File: src/hw/rtl/zpc_pkg.sv
// zpc_pkg: shared types and constants of the zero-padded 2-D convolution unit.
// Field widths, request function codes, register indexes and stage tags.
// No dependencies.
package zpc_pkg;

	localparam int PIX_W      = 8;
	localparam int COEF_W     = 18;
	localparam int IDX_W      = 5;
	localparam int FUNC_W     = 2;
	localparam int ROW_W      = 12;
	localparam int COL_W      = 10;
	localparam int WREG_W     = 11;
	localparam int HREG_W     = 13;
	localparam int CFG_IDX_W  = 1;
	localparam int CFG_DATA_W = 13;

	localparam int MAX_HEIGHT = 4096;
	localparam int WIDTH_RST  = 640;
	localparam int HEIGHT_RST = 480;

	// coefficients are Q1.16
	localparam int FRAC_BITS  = 16;
	localparam int ROUND_HALF = 1 << (FRAC_BITS - 1);

	localparam logic [FUNC_W-1:0] FUNC_LOAD  = 2'd0;
	localparam logic [FUNC_W-1:0] FUNC_PIXEL = 2'd1;
	localparam logic [FUNC_W-1:0] FUNC_DRAIN = 2'd2;

	localparam logic [CFG_IDX_W-1:0] REG_IMG_WIDTH  = 1'd0;
	localparam logic [CFG_IDX_W-1:0] REG_IMG_HEIGHT = 1'd1;

	// position of an output pixel as it travels down the datapath
	typedef struct packed {
		logic [ROW_W-1:0] row;
		logic [COL_W-1:0] col;
		logic             last;
	} tag_t;

	typedef struct packed {
		logic [PIX_W-1:0] out_pixel;
		logic [ROW_W-1:0] out_row;
		logic [COL_W-1:0] out_col;
		logic             clamped;
		logic             frame_last;
	} result_t;

endpackage

File: src/hw/rtl/zpc_if.sv


interface zpc_result_if;
	import zpc_pkg::*;

	logic             valid;
	logic             ready;
	logic [PIX_W-1:0] out_pixel;
	logic [ROW_W-1:0] out_row;
	logic [COL_W-1:0] out_col;
	logic             clamped;
	logic             frame_last;

	modport source (output valid, out_pixel, out_row, out_col, clamped, frame_last, input ready);
	modport sink (input valid, out_pixel, out_row, out_col, clamped, frame_last, output ready);
endinterface

File: src/hw/rtl/zpc_out_buf.sv
// zpc_out_buf: two-entry result buffer in front of the result channel.
// room drops only when both entries hold results. Depends on zpc_pkg, zpc_if.
module zpc_out_buf (
	input  logic             clk,
	input  logic             arst_n,
	input  logic             push,
	input  zpc_pkg::result_t din,
	output logic             room,
	zpc_result_if.source     results
);
	import zpc_pkg::*;

	localparam int DEPTH = 2;

	result_t    entry_q [DEPTH];
	logic       wr_ptr_q, rd_ptr_q;
	logic [1:0] count_q;
	logic       pop;

	assign pop                = results.valid && results.ready;
	assign room               = count_q < 2'(DEPTH);
	assign results.valid      = count_q != '0;
	assign results.out_pixel  = entry_q[rd_ptr_q].out_pixel;
	assign results.out_row    = entry_q[rd_ptr_q].out_row;
	assign results.out_col    = entry_q[rd_ptr_q].out_col;
	assign results.clamped    = entry_q[rd_ptr_q].clamped;
	assign results.frame_last = entry_q[rd_ptr_q].frame_last;

	always_ff @(posedge clk) begin
		if (push) begin
			entry_q[wr_ptr_q] <= din;
		end
	end

	always_ff @(posedge clk or negedge arst_n) begin
		if (!arst_n) begin
			wr_ptr_q <= 1'b0;
			rd_ptr_q <= 1'b0;
			count_q  <= '0;
		end else begin
			if (push) begin
				wr_ptr_q <= ~wr_ptr_q;
			end
			if (pop) begin
				rd_ptr_q <= ~rd_ptr_q;
			end
			count_q <= count_q + 2'(push) - 2'(pop);
		end
	end

`ifndef SYNTHESIS
	a_no_overflow: assert property (@(posedge clk) disable iff (!arst_n) push |-> room)
		else $error("result pushed into a full buffer");
	a_count_range: assert property (@(posedge clk) disable iff (!arst_n)
		count_q <= 2'(DEPTH))
		else $error("result buffer count out of range");
`endif

endmodule

File: src/flat_wrapper.sv
// flat-port wrapper written by rule: the top's interface ports become plain ports
module zpc_out_buf_flat import zpc_pkg::*;
  (clk, arst_n, push, din, room, results_valid, results_out_pixel, results_out_row, results_out_col, results_clamped, results_frame_last, results_ready);
  zpc_result_if results_i ();
  input  logic clk;
  input  logic arst_n;
  input  logic push;
  input  zpc_pkg::result_t din;
  output logic room;
  output wire logic [$bits(results_i.valid)-1:0] results_valid;
  output wire logic [$bits(results_i.out_pixel)-1:0] results_out_pixel;
  output wire logic [$bits(results_i.out_row)-1:0] results_out_row;
  output wire logic [$bits(results_i.out_col)-1:0] results_out_col;
  output wire logic [$bits(results_i.clamped)-1:0] results_clamped;
  output wire logic [$bits(results_i.frame_last)-1:0] results_frame_last;
  input wire logic [$bits(results_i.ready)-1:0] results_ready;
  assign results_valid = results_i.valid;
  assign results_out_pixel = results_i.out_pixel;
  assign results_out_row = results_i.out_row;
  assign results_out_col = results_i.out_col;
  assign results_clamped = results_i.clamped;
  assign results_frame_last = results_i.frame_last;
  assign results_i.ready = results_ready;
  zpc_out_buf u_core (.clk(clk), .arst_n(arst_n), .push(push), .din(din), .room(room), .results(results_i));
endmodule
File: config.mk
export PLATFORM = sky130hd
export DESIGN_NAME = zpc_out_buf_flat
export DESIGN_NICKNAME = d
export VERILOG_FILES = /design/src/hw/rtl/zpc_pkg.sv /design/src/hw/rtl/zpc_if.sv /design/src/hw/rtl/zpc_out_buf.sv /design/src/flat_wrapper.sv
export SDC_FILE = /design/constraint.sdc
export NUM_CORES = 1
export LEC_CHECK = 0
export BUFFER_PORTS_ARGS = -buffer_cell sky130_fd_sc_hd__buf_2
export CORE_MARGIN = 2
export CORE_UTILIZATION = 35
export CTS_CLUSTER_DIAMETER = 50
export DETAILED_ROUTE_END_ITERATION = 12
export PLACE_DENSITY = 0.64
export SETUP_SLACK_MARGIN = 0.02
export SYNTH_ARGS = -nofsm -noshare
export SYNTH_HDL_FRONTEND = slang
export SYNTH_SLANG_ARGS = --single-unit
File: constraint.sdc
create_clock -name clk -period 2.55 [get_ports clk]
set_input_delay 0.3825 -clock clk [delete_from_list [all_inputs] [get_ports clk]]
set_output_delay 0.3825 -clock clk [all_outputs]
set_load 0.005 [all_outputs]
# Yosys cells after proc, flatten, opt, wreduce, memory -nomap -nowiden
# Memories as Yosys holds them, arrays and structs flattened.
# Cells that the tools add are included.
[totals]
mem_count = 1
ram_bits = 64
register_bits = 4
output_inout_bits = 34
[op_classes]
muxes = 2
reduce_logical = 2
n_lt_le_gt_ge = 1
bitwise = 2
add_sub_neg = 2
[mem_list]
columns = ["memory", "depth", "width", "read_ports", "rd_clocked_by_memory_dff", "wr", "line", "text"]
rows = [
  ["u_core.entry_q", 2, 32, 1, 0, 1, "zpc_out_buf.sv:15", "result_t entry_q [DEPTH];"],
]
[ops]
columns = ["cell", "count"]
rows = [
  ["adder 2 x 1 -> 2 bit", 1],
  ["< comparator 2 bit (second input constant)", 1],
  ["two-way mux 1 bit", 2],
  ["NOT 1 bit", 2],
  ["nonzero test 2 bit", 1],
  ["subtractor 2 x 1 -> 2 bit", 1],
  ["logical AND 1 bit", 1],
]

# Depth between registers and ports, before layout
# Gate-level depths: netlist of run 1.
[depth]
depth_word = 3
depth_mapped = 6
depth_no_buf = 6

# Least setup slack after synthesis of run 1
# OpenSTA, ideal clock, no wires.
[synth_timing]
kind = "flip-flop to flip-flop"
startpoint = "reg u_core.wr_ptr_q"
endpoint = "mem u_core.entry_q[0][0] (netlist name), enable pin"
t_arrival_ns = 1.842
t_required_ns = 2.125
stages_incl_launch_ff = 2
synth_period_minus_slack_ns = 2.267
path_slack_ns = 0.283
setup_ns = 0.425
cell_sequence = "dfrtp_1 > nor2b_1"
[synth_lines]
columns = ["element", "line", "text"]
rows = [
  ["from (decl)", "zpc_out_buf.sv:16", "logic wr_ptr_q, rd_ptr_q;"],
  ["from (signal assigned)", "zpc_out_buf.sv:42", "wr_ptr_q <= ~wr_ptr_q;"],
  ["to (decl)", "zpc_out_buf.sv:15", ""],
]
# No word-level cell before the write port.

# Final worst setup path of run 1
[layout_timing]
startpoint = "reg u_core.rd_ptr_q"
endpoint = "out results_out_pixel[3]"
[layout_via]
elab_chain_cells = 1
[layout_lines]
columns = ["element", "line", "text"]
rows = [
  ["from (decl)", "zpc_out_buf.sv:16", ""],
  ["from (signal assigned)", "zpc_out_buf.sv:45", "rd_ptr_q <= ~rd_ptr_q;"],
  ["memory (2 x 32 bit)", "--", ""],
  ["to (decl)", "flat_wrapper.sv:11", "output wire logic [$bits(results_i.out_pixel)-1:0] results_out_pixel;"],
]
# No other way between the ends.

==> impl_results.md, run 1 <==
* Met3 wire length at 267 um
* First-pass GRT wire length at 6.658 mm
* Hold crit path type: input port to flip-flop
* Setup Fix Bufs, Post-CTS at 0
* Clock power frac at 0.262
* Status: finished clean
* Highest Signal Layer: met4
* CTS resizes at 0
* Fin Clk Skew at 5.457 ps
* Layout cells sized above 1 at 0.6020
* Vias at 1292
* Final WL at 4.215 mm
* Syn Inst Count at 117
* Setup TNS at 0 ps
* Sw Share at 0.2603
* #FFs+latches synth at 68
* Final hold viol count at 0
* Max Cap Viol at 0
* Synthesized net count at 155
* Clk buf depth at 2
* Fin crit share at 0.8173
* Combinational Power Share at 0.286
* # port buffers at 69
* Required @ worst endpoint at 2170 ps
* DR pass1 iterations at 4
* Worst IR drop on VDD at 0.3063 mV
* Die X at 91.14 um
* First DRT Iteration DRCs at 38
* Crit path kind: flip-flop to primary output
* CTS tree: yes
* Die area at 8306 um^2
* RD Place Congestion at 0.7123
* # diodes at 0
* Vias in the first global route at 1378
* Synth cell types at 14
* CTS Root Cell: clkbuf_8
* Average size of a mapped cell at 22.71 um^2
* CTS Buf Count at 9
* Met2 Wirelength at 2.141 mm
* Leak at 1.355 nW
* Internal power at 2.639 mW
* Critical path arrival at 1700 ps
* Nets at 234
* Largest net degree at the start of global routing at 33
* Cell Area, Synth at 2658 um^2
* Minimum clock period at 2084 ps
* Net load switching power at 0.9285 mW
* Fin. max-slew vios at 0
* Global route total overflow at 0
* Max-slew headroom at 0.4852
* Std-Cell Rows at 31
* Wl on met1 at 1.710 mm
* DR vias/cell at 4.307
* Worst Hold Launch: din[2]
* Clock sinks at 68
* Area delta synth->final at 24.86%
* IO Count at 70
* Sequential share of power at 0.451
* Critical Path End Type: primary output
* Initial antenna violation count at 0
* DRC at 0
* Placeable Area at 7292 um^2
* RSZ-0062 raised after global routing: false
* Power density over the cells at 1075 nW/um^2
* Power Total at 3.568 mW
* Worst setup path start: u_core.rd_ptr_q
* Fmax at 479.8 MHz
* Critical path launch point type: flip-flop
* Worst-margin pin slew at 772.1 ps
* Depth of the CTS H-tree at 3
* CP max FO at 22
* Final ANT Viol Nets at 0
* Clk_lat worst skew at 340 ps
* Yosys warning total at 0
* Seq/Total Area, Yosys at 0.7608
* Hold_buf cts at 1
* All-Layer GR Usage at 0.1105
* Avg WL per Cell at 14.05 um
* Clock-pin slew on the worst setup and hold paths at 70 ps
* Launch instance of the worst register-to-register path: u_core.count_q[1]
* Initial core utilization at 0.3644
* Setup violations, final at 0
* Die H at 91.14 um
==> cell usage after synthesis <==
cell / count / area, um^2
and2_1: 1 / 6.260
ha_1: 2 / 25.02
dfrtp_1: 4 / 100.1
edfxtp_1: 64 / 1922
nand2_1: 1 / 3.750
buf_6: 1 / 11.26
mux2_4: 29 / 435.4
mux2_2: 3 / 33.78
xor2_1: 2 / 17.52
inv_1: 3 / 11.26
nor2b_1: 1 / 6.260
buf_12: 3 / 60.06
o21a_1: 1 / 7.510
xnor2_1: 2 / 17.52
==> critical path, stage by stage (launching register included) <==
cell     delay, ps
dfrtp_2        610
buf_12         260
mux2_2         360
buf_2          140
==> placed cells by master (no fill, tap or decap) <==
master,netlist,layout
buf_12,3,1
inv_1,3,3
bufinv_16,0,2
and2_2,0,1
buf_2,0,69
nand2_1,1,1
mux2_4,29,29
dfrtp_2,0,1
clkinv_2,0,2
xor2_1,2,2
dfrtp_1,4,3
buf_4,0,1
edfxtp_1,64,64
clkbuf_8,0,9
o21a_1,1,1
ha_1,2,2
clkinv_4,0,2
dlygate4sd3_1,0,1
mux2_2,3,3
xnor2_1,2,2
nor2b_4,0,1
clkinv_1,0,1
==> per-layer routing <==
metal,track usage,vias up
li1,-,607
met1,0.1176,630
met5,0,-
met4,0.06818,0
met2,0.1846,48
met3,0.04232,7
==> power by group through the flow <==
stage | registers, mW | logic, mW | clock network, mW
after CTS | 1.62 | 1.06 | 0.963
final | 1.61 | 1.02 | 0.936
after floorplan | 1.57 | 0.823 | 0
after detailed placement | 1.64 | 1.05 | 0
after global placement | 1.63 | 1.03 | 0
after global routing | 1.64 | 1.12 | 1.01
==> cell families after synthesis <==
group | Yosys count | share of synthesized area
compound gates | 1 | 0.002826
xor+xnor | 4 | 0.01319
fa+ha+maj | 2 | 0.009415
buf+inv | 7 | 0.03107
flops | 68 | 0.7608
mux | 32 | 0.1766
simple gates | 3 | 0.006122
==> state kept, by name, indices dropped and copies added (netlist names) <==
signal           count
u_core.rd_ptr_q      1
u_core.wr_ptr_q      1
u_core.count_q       2
u_core.entry_q      64
==> through the flow <==
stage | instance area, um^2 | util | setup slack, ps | hold slack [ps] | std cells
3_5_place_dp | 3093 | 0.4242 | 802.1 | 199.5 | 283
4_1_cts | 3318 | 0.4550 | 409.7 | 212.4 | 300
2_1_floorplan | 2658 | - | 283.4 | 86.91 | 117
5_1_grt | 3318 | 0.4550 | 363.3 | 204.0 | 300
3_3_place_gp | 3093 | 0.4242 | 813.8 | 197.8 | 283
6_report | 3318 | 0.4550 | 465.9 | 229.7 | 300
==> worst paths after layout <==
| kind | slack, ps | to | cells after the start |
|---|---|---|---|
| setup / recovery | 470 | results_out_pixel[3] | 3 |
| hold / removal | 230 | u_core.entry_q[0][2] | 1 |
| setup reg to reg | 1060 | u_core.count_q[1] | 6 |
| hold reg to reg | 500 | u_core.count_q[1] | 1 |
| max in group asynchronous | 2040 | u_core.rd_ptr_q | 2 |
| min in group asynchronous | 380 | u_core.count_q[0] | 2 |
==> cell type report <==
cell class	instances	area, um^2
fill	670	3974
sequential	68	2023
multi-input combinational	42	561.8
timing repair buffer	72	382.9
clock buffer	9	123.9
tap	99	123.9
clock inverter	7	91.34
inverter	3	11.26
(Power assumes the default switching activity.)
==> run 2, diff against run 1 <==
--- a/config.mk
+++ b/config.mk
@@ -5,6 +5,7 @@
 export SDC_FILE = /design/constraint.sdc
 export NUM_CORES = 1
 export LEC_CHECK = 0
+export ABC_AREA = 1
 export BUFFER_PORTS_ARGS = -buffer_cell sky130_fd_sc_hd__buf_2
 export CORE_MARGIN = 2
 export CORE_UTILIZATION = 35
==> constraint.sdc (replaced) <==
create_clock -name clk -period 2.13 [get_ports clk]
set_input_delay 0.3195 -clock clk [delete_from_list [all_inputs] [get_ports clk]]
set_output_delay 0.3195 -clock clk [all_outputs]
set_load 0.005 [all_outputs]
==> impl_results.md, run 2 <==
* Fmax at 546.9 MHz
* Fin crit share at 0.8585
* Commonest non-fill, non-tap cells in the layout: nand2_1, buf_2, edfxtp_1
* First DRT Iteration DRCs at 46 (+21%)
* Initial core utilization at 0.3611 (-0.003365)
* DRC at 0 (unchanged)
* Max reg flops at 64 (unchanged)
* Hold crit path type: input port to flip-flop
* Std-Cell Rows at 31 (unchanged)
* Clk buf depth at 2 (unchanged)
* # diodes at 0 (unchanged)
* Clock sinks at 68 (unchanged)
* Worst R2R End: u_core.count_q[1]
* Fin. max-slew vios at 0 (unchanged)
* Fill count at 688 (+2.7%)
* Async set-reset flop share out of synthesis at 0.05882 (unchanged)
* Power Total at 3.940 mW (+10%)
* Most flops, register: u_core.entry_q
* Minimum clock period at 1829 ps
* Count leader, synth: nand2_1
* RSZ-0062 raised after global routing: false
* Initial antenna violation count at 0 (unchanged)
* Nets at 314 (+34%)
* #FFs+latches synth at 68 (unchanged)
* Critical path launch point type: flip-flop
* Leak at 1.427 nW (+5.3%)
* Worst-margin pin slew at 449.6 ps (-322.5 ps)
* Setup crit end: results_out_row[8]
* CTS Buf Count at 9 (unchanged)
* IO Count at 70 (unchanged)
* Fin Clk Skew at 5.712 ps (+0.2549 ps)
* Max-slew headroom at 0.7003 (+0.2150)
* Top_reg_cell synth: edfxtp_1
* DR vias/cell at 4.174 (-3.1%)
* Placeable Area at 7214 um^2 (-1.1%)
* Max Cap Viol at 0 (unchanged)
* Setup TNS at 0 ps (unchanged)
* Worst setup path start: u_core.rd_ptr_q
* CP max FO at 15 (-32%)
* Vias in the first global route at 1644 (+19%)
* Clock-pin slew on the worst setup and hold paths at 70 ps (about the same)
* Crit path kind: flip-flop to primary output
* Area delta synth->final at 23.73%
* Reg2reg path depth at 10 (+4)
* CTS Root Cell: clkbuf_8
* Commonest non-fill, non-tap cell in the layout: nand2_1
* Average size of a mapped cell at 13.29 um^2 (-41%)
* Die area at 8149 um^2 (-1.9%)
* Die H at 90.27 um (-0.95%)
* First-pass GRT wire length at 7.293 mm (+9.5%)
* Clk_lat worst skew at 330 ps (about the same)
* All-Layer GR Usage at 0.1188 (+0.008353)
* Power density over the cells at 1222 nW/um^2 (+14%)
* RD Place Congestion at 0.6733 (-5.5%)
* Synth top area cells: edfxtp_1, nand2_1, dfrtp_1
* Synth cell types at 13 (-1)
* Critical Path End Type: primary output
* Critical path arrival at 1510 ps (-190 ps)
* CTS tree: yes
* DR pass1 iterations at 4 (unchanged)
* Worst slack at placement at 660.3 ps (-141.8 ps)
* Yosys top cell area share at 0.7378 (+0.01459)
* Final hold viol count at 0 (unchanged)
* Launch instance of the worst register-to-register path: u_core.count_q[1]
* Status: finished clean
* Reg2Reg Setup Slack at 730 ps (-330 ps)
* Worst setup margin at 301.4 ps (-164.5 ps)
* Setup violations, final at 0 (unchanged)
* Cell Area, Synth at 2605 um^2 (-2.0%)
* Synthesized net count at 234 (+51%)
* DPL Wire Length at 2.999 mm
* Biggest regs: u_core.entry_q (64), u_core.count_q (2)
* Yosys warning total at 0 (unchanged)
* Final ANT Viol Nets at 0 (unchanged)
* Avg WL per Cell at 11.75 um (-16%)
* Vias at 1586 (+23%)
* Syn Inst Count at 196 (+68%)
* Required @ worst endpoint at 1810 ps (-360 ps)
* Depth of the CTS H-tree at 3 (unchanged)
* Largest net degree at the start of global routing at 34 (+3.0%)
* Placed instance area at 3055 um^2 (-1.2%)
* Final Cell Area at 3223 um^2 (-2.9%)
* # port buffers at 69 (unchanged)
* Yosys top cell by area: edfxtp_1
* Layout cells sized above 1 at 0.3559 (-0.2461)
* Top post-synthesis cells by count: nand2_1, edfxtp_1, nand2_2
* Seq/Total Area, Yosys at 0.7762 (+0.01535)
* Worst IR drop on VDD at 0.4687 mV (+53%)
* Global route total overflow at 0 (unchanged)
* Die X at 90.27 um (-0.95%)
* Final WL at 4.465 mm (+5.9%)
* Post-synth EDFFs at 64 (unchanged)
## run 2: cell count changes after synthesis, sizes merged, moves of 2 or more
cell	change
buf	+3
inv	+6
mux2	-32
nand2	+105
nand3	+2
xnor2	-2
## run 2: per-layer routing
metal | routed length, um | track usage | vias up
li1 | - | - | 811
met1 | 1832 | 0.1274 | 717
met2 | 2272 | 0.2036 | 48
met3 | 272 | 0.04090 | 10
met4 | 87 | 0.06923 | 0
met5 | 0 | 0 | -
## run 2: kinds of logic (layout without fill, tap and decap cells)
kind of cell / after synthesis / in the layout / share of synthesized area
buffers and inverters: 16 / 101 / 0.04322
AND/OR/NAND/NOR: 109 / 109 / 0.1676
flip-flops: 68 / 68 / 0.7762
XOR/XNOR: 1 / 1 / 0.003363
adder cells (fa/ha/maj): 2 / 2 / 0.009605
## run 2: metrics by stage
stage / hold slack [ps] / utilization / std cells
4_1_cts: 146.3 / 0.4468 / 380
5_1_grt: 144.6 / 0.4468 / 380
3_3_place_gp: 133.1 / 0.4235 / 363
3_5_place_dp: 134.7 / 0.4235 / 363
6_report: 170.7 / 0.4468 / 380
2_1_floorplan: 23.91 / - / 196
## run 2: worst min path at each step
stage            start                     to  depth (start not counted)  slack [ps]
2_1_floorplan   arst_n      u_core.count_q[0]                          0          20
3_3_place_gp    arst_n      u_core.count_q[1]                          1         130
3_5_place_dp    arst_n      u_core.count_q[1]                          1         130
4_1_cts        din[22]  u_core.entry_q[0][22]                          1         150
5_1_grt        din[18]  u_core.entry_q[1][18]                          1         140
6_report       din[18]  u_core.entry_q[0][18]                          1         170
## run 2: area by class of cell
type / count / area [um^2] / area share
flip-flops and latches: 68 / 2022 / 0.6273
clock inverters: 7 / 33.78 / 0.01048
multi-input cells: 112 / 478.0 / 0.1483
repair buffers: 76 / 400.4 / 0.1242
inverters: 9 / 41.29 / 0.01281
well taps: 99 / 123.9 / 0.03843
clock buffers: 9 / 123.9 / 0.03843
## run 2: worst max-delay path: stages (launching register included)
cell	delay, ps
dfrtp_1	620
buf_4	290
nand2_1	80
nand2_1	80
buf_2	110
## run 2: where the power goes
| group | leakage [nW] | total [mW] | switching, mW | internal, mW |
|---|---|---|---|---|
| sequential | 0.648 | 1.89 | 0.110 | 1.78 |
| combinational | 0.697 | 1.21 | 0.728 | 0.480 |
| clock | 0.0813 | 0.842 | 0.439 | 0.403 |
| total | 1.43 | 3.94 | 1.28 | 2.66 |
## run 2: repair_timing
item	in CTS	in global routing
hold buffers	1	0
gates resized for setup	0	0
setup buffers	0	0
endpoints found under the hold margin	4	0
endpoints found under the setup margin	0	0
